===== config.mk =====
export PLATFORM = sky130hd
export DESIGN_NAME = mcf_front
export DESIGN_NICKNAME = d
export VERILOG_FILES = /design/src/hw/rtl/mcf_pkg.sv /design/src/hw/rtl/mcf_front.sv
export SDC_FILE = /design/constraint.sdc
export NUM_CORES = 1
export LEC_CHECK = 0
export ABC_AREA = 1
export BUFFER_PORTS_ARGS = -buffer_cell sky130_fd_sc_hd__buf_2
export CAP_MARGIN = 0
export CELL_PAD_IN_SITES_DETAIL_PLACEMENT = 1
export CELL_PAD_IN_SITES_GLOBAL_PLACEMENT = 2
export CORE_ASPECT_RATIO = 1.25
export CORE_UTILIZATION = 38
export DETAILED_ROUTE_END_ITERATION = 10
export MAX_ROUTING_LAYER = met4
export PLACE_DENSITY = 0.77
export SYNTH_ARGS = -nofsm -noshare
export SYNTH_HDL_FRONTEND = slang
export SYNTH_SLANG_ARGS = --single-unit
export TNS_END_PERCENT = 100

===== constraint.sdc =====
create_clock -name aclk -period 5.5 [get_ports aclk]
set_input_delay 0.275 -clock aclk [delete_from_list [all_inputs] [get_ports aclk]]
set_output_delay 0.275 -clock aclk [all_outputs]
set_load 0.02 [all_outputs]

===== src/hw/rtl/mcf_pkg.sv =====
// Shared types, constants and helpers for the multifold coincidence finder.
`default_nettype none

package mcf_pkg;

    // Field widths
    localparam int TAG_W      = 63;
    localparam int IDX_W      = 31;
    localparam int CH_FIELD_W = 2;
    localparam int CFG_W      = 31;
    localparam int CFG_IDX_W  = 1;
    localparam int NCH_W      = 3;
    localparam int LANES      = 4;

    // Defaults for the top-level parameters
    localparam int DEF_QUEUE_DEPTH  = 256;
    localparam int DEF_MAX_CHANNELS = 4;

    // Command queue between front and back
    localparam int CMDQ_DEPTH = 2;
    localparam int CMDQ_PTR_W = $clog2(CMDQ_DEPTH);
    localparam int CMDQ_CNT_W = $clog2(CMDQ_DEPTH + 1);

    // Register indexes
    localparam logic [CFG_IDX_W-1:0] REG_WINDOW   = 1'd0;
    localparam logic [CFG_IDX_W-1:0] REG_CHANNELS = 1'd1;

    // Request and result codes
    localparam logic OP_TAG     = 1'b0;
    localparam logic OP_END     = 1'b1;
    localparam logic KIND_MATCH = 1'b0;
    localparam logic KIND_DROP  = 1'b1;

    typedef struct packed {
        logic                  op;
        logic [CH_FIELD_W-1:0] channel;
        logic [TAG_W-1:0]      tag_value;
    } mcf_in_t;

    typedef struct packed {
        logic             kind;
        logic [IDX_W-1:0] index_a;
        logic [IDX_W-1:0] index_b;
        logic [IDX_W-1:0] index_c;
        logic [IDX_W-1:0] index_d;
        logic [IDX_W-1:0] match_number;
    } mcf_out_t;

    // Classified request handed from front to back
    typedef struct packed {
        logic                  is_end;
        logic [CH_FIELD_W-1:0] channel;
        logic [TAG_W-1:0]      tag;
    } mcf_cmd_t;

    // Saturating increment of a stream position or match count
    function automatic logic [IDX_W-1:0] sat_inc(input logic [IDX_W-1:0] v);
        return (v == {IDX_W{1'b1}}) ? v : v + IDX_W'(1);
    endfunction

endpackage

`default_nettype wire


===== src/hw/rtl/mcf_front.sv =====
// Front end: accepts requests, drops those for unused channels, queues the rest.
`default_nettype none

module mcf_front
    import mcf_pkg::*;
(
    input  wire logic             aclk,
    input  wire logic             aresetn,
    input  wire logic [NCH_W-1:0] n_active,
    input  wire logic             s_valid,
    output logic                  s_ready,
    input  wire mcf_in_t          s_data,
    output logic                  cmd_valid,
    output mcf_cmd_t              cmd,
    input  wire logic             cmd_pop
);

    mcf_cmd_t              q_mem [CMDQ_DEPTH];
    logic [CMDQ_PTR_W-1:0] wr_ptr_reg, wr_ptr_next;
    logic [CMDQ_PTR_W-1:0] rd_ptr_reg, rd_ptr_next;
    logic [CMDQ_CNT_W-1:0] count_reg, count_next;
    logic                  keep;
    logic                  push;
    mcf_cmd_t              push_cmd;

    localparam logic [CMDQ_PTR_W-1:0] LAST_PTR = CMDQ_PTR_W'(CMDQ_DEPTH - 1);
    localparam logic [CMDQ_CNT_W-1:0] FULL_CNT = CMDQ_CNT_W'(CMDQ_DEPTH);

    // Classify: keep end requests and tags of channels in use
    always_comb begin
        keep = (s_data.op == OP_END) || (NCH_W'(s_data.channel) < n_active);
        push = s_valid && s_ready && keep;
        push_cmd.is_end  = (s_data.op == OP_END);
        push_cmd.channel = s_data.channel;
        push_cmd.tag     = s_data.tag_value;
    end

    assign s_ready   = (count_reg != FULL_CNT);
    assign cmd_valid = (count_reg != '0);
    assign cmd       = q_mem[rd_ptr_reg];

    // Advance pointers and fill count
    always_comb begin
        wr_ptr_next = wr_ptr_reg;
        rd_ptr_next = rd_ptr_reg;
        count_next  = count_reg;
        if (push) begin
            wr_ptr_next = (wr_ptr_reg == LAST_PTR) ? '0 : wr_ptr_reg + CMDQ_PTR_W'(1);
        end
        if (cmd_pop) begin
            rd_ptr_next = (rd_ptr_reg == LAST_PTR) ? '0 : rd_ptr_reg + CMDQ_PTR_W'(1);
        end
        if (push && !cmd_pop) begin
            count_next = count_reg + CMDQ_CNT_W'(1);
        end else if (!push && cmd_pop) begin
            count_next = count_reg - CMDQ_CNT_W'(1);
        end
    end

    always_ff @(posedge aclk) begin
        if (!aresetn) begin
            wr_ptr_reg <= '0;
            rd_ptr_reg <= '0;
            count_reg  <= '0;
        end else begin
            wr_ptr_reg <= wr_ptr_next;
            rd_ptr_reg <= rd_ptr_next;
            count_reg  <= count_next;
        end
    end

    // Store queued requests
    always_ff @(posedge aclk) begin
        if (push) begin
            q_mem[wr_ptr_reg] <= push_cmd;
        end
    end

endmodule

`default_nettype wire


==> results.ini <==
[cts]
h-tree-depth=4
post_cts_resized=0
cts_tree=done
postCtsHoldBufs=0
cts_buffer_depth=2
cts.sinks=137
insertion_delay_ns=0.40
cts_root_buffer=clkbuf_16
cts.reportedPaths.clkPinSlew_ns=0.06
cts_inserted_buffers=17
cts_setup_buffers=0

[routing]
totalWireLength_um=9970
dr.pass1.iters=4
wl_per_cell_um=17.1
antenna_left=0
num_vias=2679
viasPerCell=4.59
drt_iter0_drc=68
drc=0

[sta]
finalHoldViolations=0
setup_viol=0
finalMaxSlewViolations=0
setup_tns_ns=0
rsz0062_at_grt=no
period_minus_slack_ns=2.66
fin_ws_ns=2.84
worst_slew_pin_slew_ns=1.20
finalCritPeriodShare_pct=48.4
fin_skew_ns=0.00464
max_slew_margin_pct=20.1
fmax_mhz=376

[synthesis]
synth_common_cells=132 x edfxtp_1, 40 x mux2_4, 26 x mux2_2
synth_seq_cells=137
synth_area_mm2=0.00519
yosys_warnings=0
synth_top_area_share_pct=76.4
yosys.cell_types.count=15
synth_top_area_cell=edfxtp_1
async_flop_share_pct=0
yosys-top-cells-area=edfxtp_1 76%, mux2_4 12%, mux2_2 5.6%, dfxtp_1 1.9%, buf_6 1.1%
syn-num-nets=321
syn_avg_cell_area_um2=21.1
yosysSeqAreaShare_pct=78.3
synth_top_flop_cell=edfxtp_1
synth_most_common_cell=edfxtp_1
syn_inst=246
synth-edff-count=132

[finish]
largest_register_ffs=132
syn_to_final_growth_pct=30.0
nFillCells=1308
n_antenna_cell=0
finalNetCount=475
drive_gt1_share_pct=58.1

[critical_path]
worstSetupPathType=reg2reg
required_ns=5.56
worstPathArrival_ns=2.72
cp_max_fo=41
cp-end-kind=register
crit_path_start_kind=register

[global_routing]
grt_max_degree=67
grt_overflow_total=0
grt_usage_pct=14.9
use_met2_pct=25.9
met1_usage_pct=16.1
grt.busiest_layer=met2
grt.met3_usage_pct=3.45
grt_pass1_wl_um=15100
grt_pass1_vias=2918
antenna_found_initial=0

[placement]
pre_cts_ws_ns=2.60
numPortBuffers=140
dp_hpwl_um=6340
place_congestion=0.640

[floorplan]
dieHeight_um=133
start_util_pct=39.1
die-area_mm2=0.0141
placementRows=47
ios=141
core_area_mm2=0.0133
dieWidth_um=107

[pwr]
peakVddDrop_mv=0.176
power.density_mw_per_mm2=431
power_leakage_uw=0.00267

[status]
status=complete, no violations

[flow_run]
cap_violations=0

[worst_hold_path]
hold_path.class=in2reg

## final timing paths
check             slack (ns)           end  depth (start not counted)          from
hold reg to reg         0.51  count_reg[1]                          2  count_reg[1]
hold / removal          0.06  q_mem[0][31]                          1    s_data[31]
setup reg to reg        2.84  q_mem[0][52]                          5  count_reg[0]
setup / recovery        2.84  q_mem[0][52]                          5  count_reg[0]
## cells by family (layout without fill, tap and decap cells)
family / count (synthesis) / in the layout / share of synthesized area, %
buffers and inverters: 15 / 182 / 1.86
multiplexers: 66 / 66 / 17.2
AO/OA/AOI/OAI: 7 / 7 / 0.723
adder cells (fa/ha/maj): 2 / 2 / 0.482
flip-flops: 137 / 137 / 78.3
AND/OR/NAND/NOR: 19 / 19 / 1.45
## critical path: stages, from the launching register on
cell,delay [ns]
dfxtp_1,0.31
inv_1,0.09
a21boi_0,0.30
nand2_1,0.16
nor2_4,0.91
buf_4,0.51
## where the power goes
group          switching [uW]  internal [uW]  leakage (uW)
registers                39.1           1240       0.00127
clock network             406            894      0.000330
logic                     188            140       0.00107
## per-stage QoR
stage / util, % / area [um2] / cells / hold slack, ns / power [uW]
2_1_floorplan: - / 5190 / 246 / 0.374 / 1520
3_3_place_gp: 45.6 / 6070 / 552 / 0.462 / 1620
3_5_place_dp: 45.6 / 6070 / 552 / 0.468 / 1640
4_1_cts: 50.8 / 6750 / 584 / 0.0363 / 2950
5_1_grt: 50.8 / 6750 / 584 / 0.0428 / 3000
6_report: 50.8 / 6750 / 584 / 0.0569 / 2910
## layout make-up
cell class | count | area (um2) | area share [%]
clock buffers | 19 | 433 | 6.42
well taps | 171 | 214 | 3.17
clock inverters | 13 | 249 | 3.69
multi-input cells | 94 | 1040 | 15.4
flip-flops and latches | 137 | 4070 | 60.3
inverters | 8 | 30.0 | 0.445
repair buffers | 142 | 716 | 10.6
## cell usage in the layout (no fill, tap or decap)
cell and count:
clkinv_2 1, edfxtp_1 132, inv_2 1, buf_4 2, dfxtp_1 4, buf_2 140, mux2_2 26, nand2_1 11
bufinv_16 7, or2_2 1, clkinv_4 3, nand3_1 1, ha_1 2, o21ai_0 2, dfxtp_4 1, clkbuf_1 2
clkbuf_16 17, nor2_1 5, inv_1 7, a21boi_0 1, clkinv_1 2, mux2_4 40, nor2_4 1, a21oi_1 4
## per-layer routing
metal | up-vias | wire length [um]
met1 | 1320 | 4000
li1 | 1263 | -
met3 | 8 | 362
met5 | - | 0
met4 | 0 | 134
met2 | 88 | 5470
(Power assumes the default switching activity.)
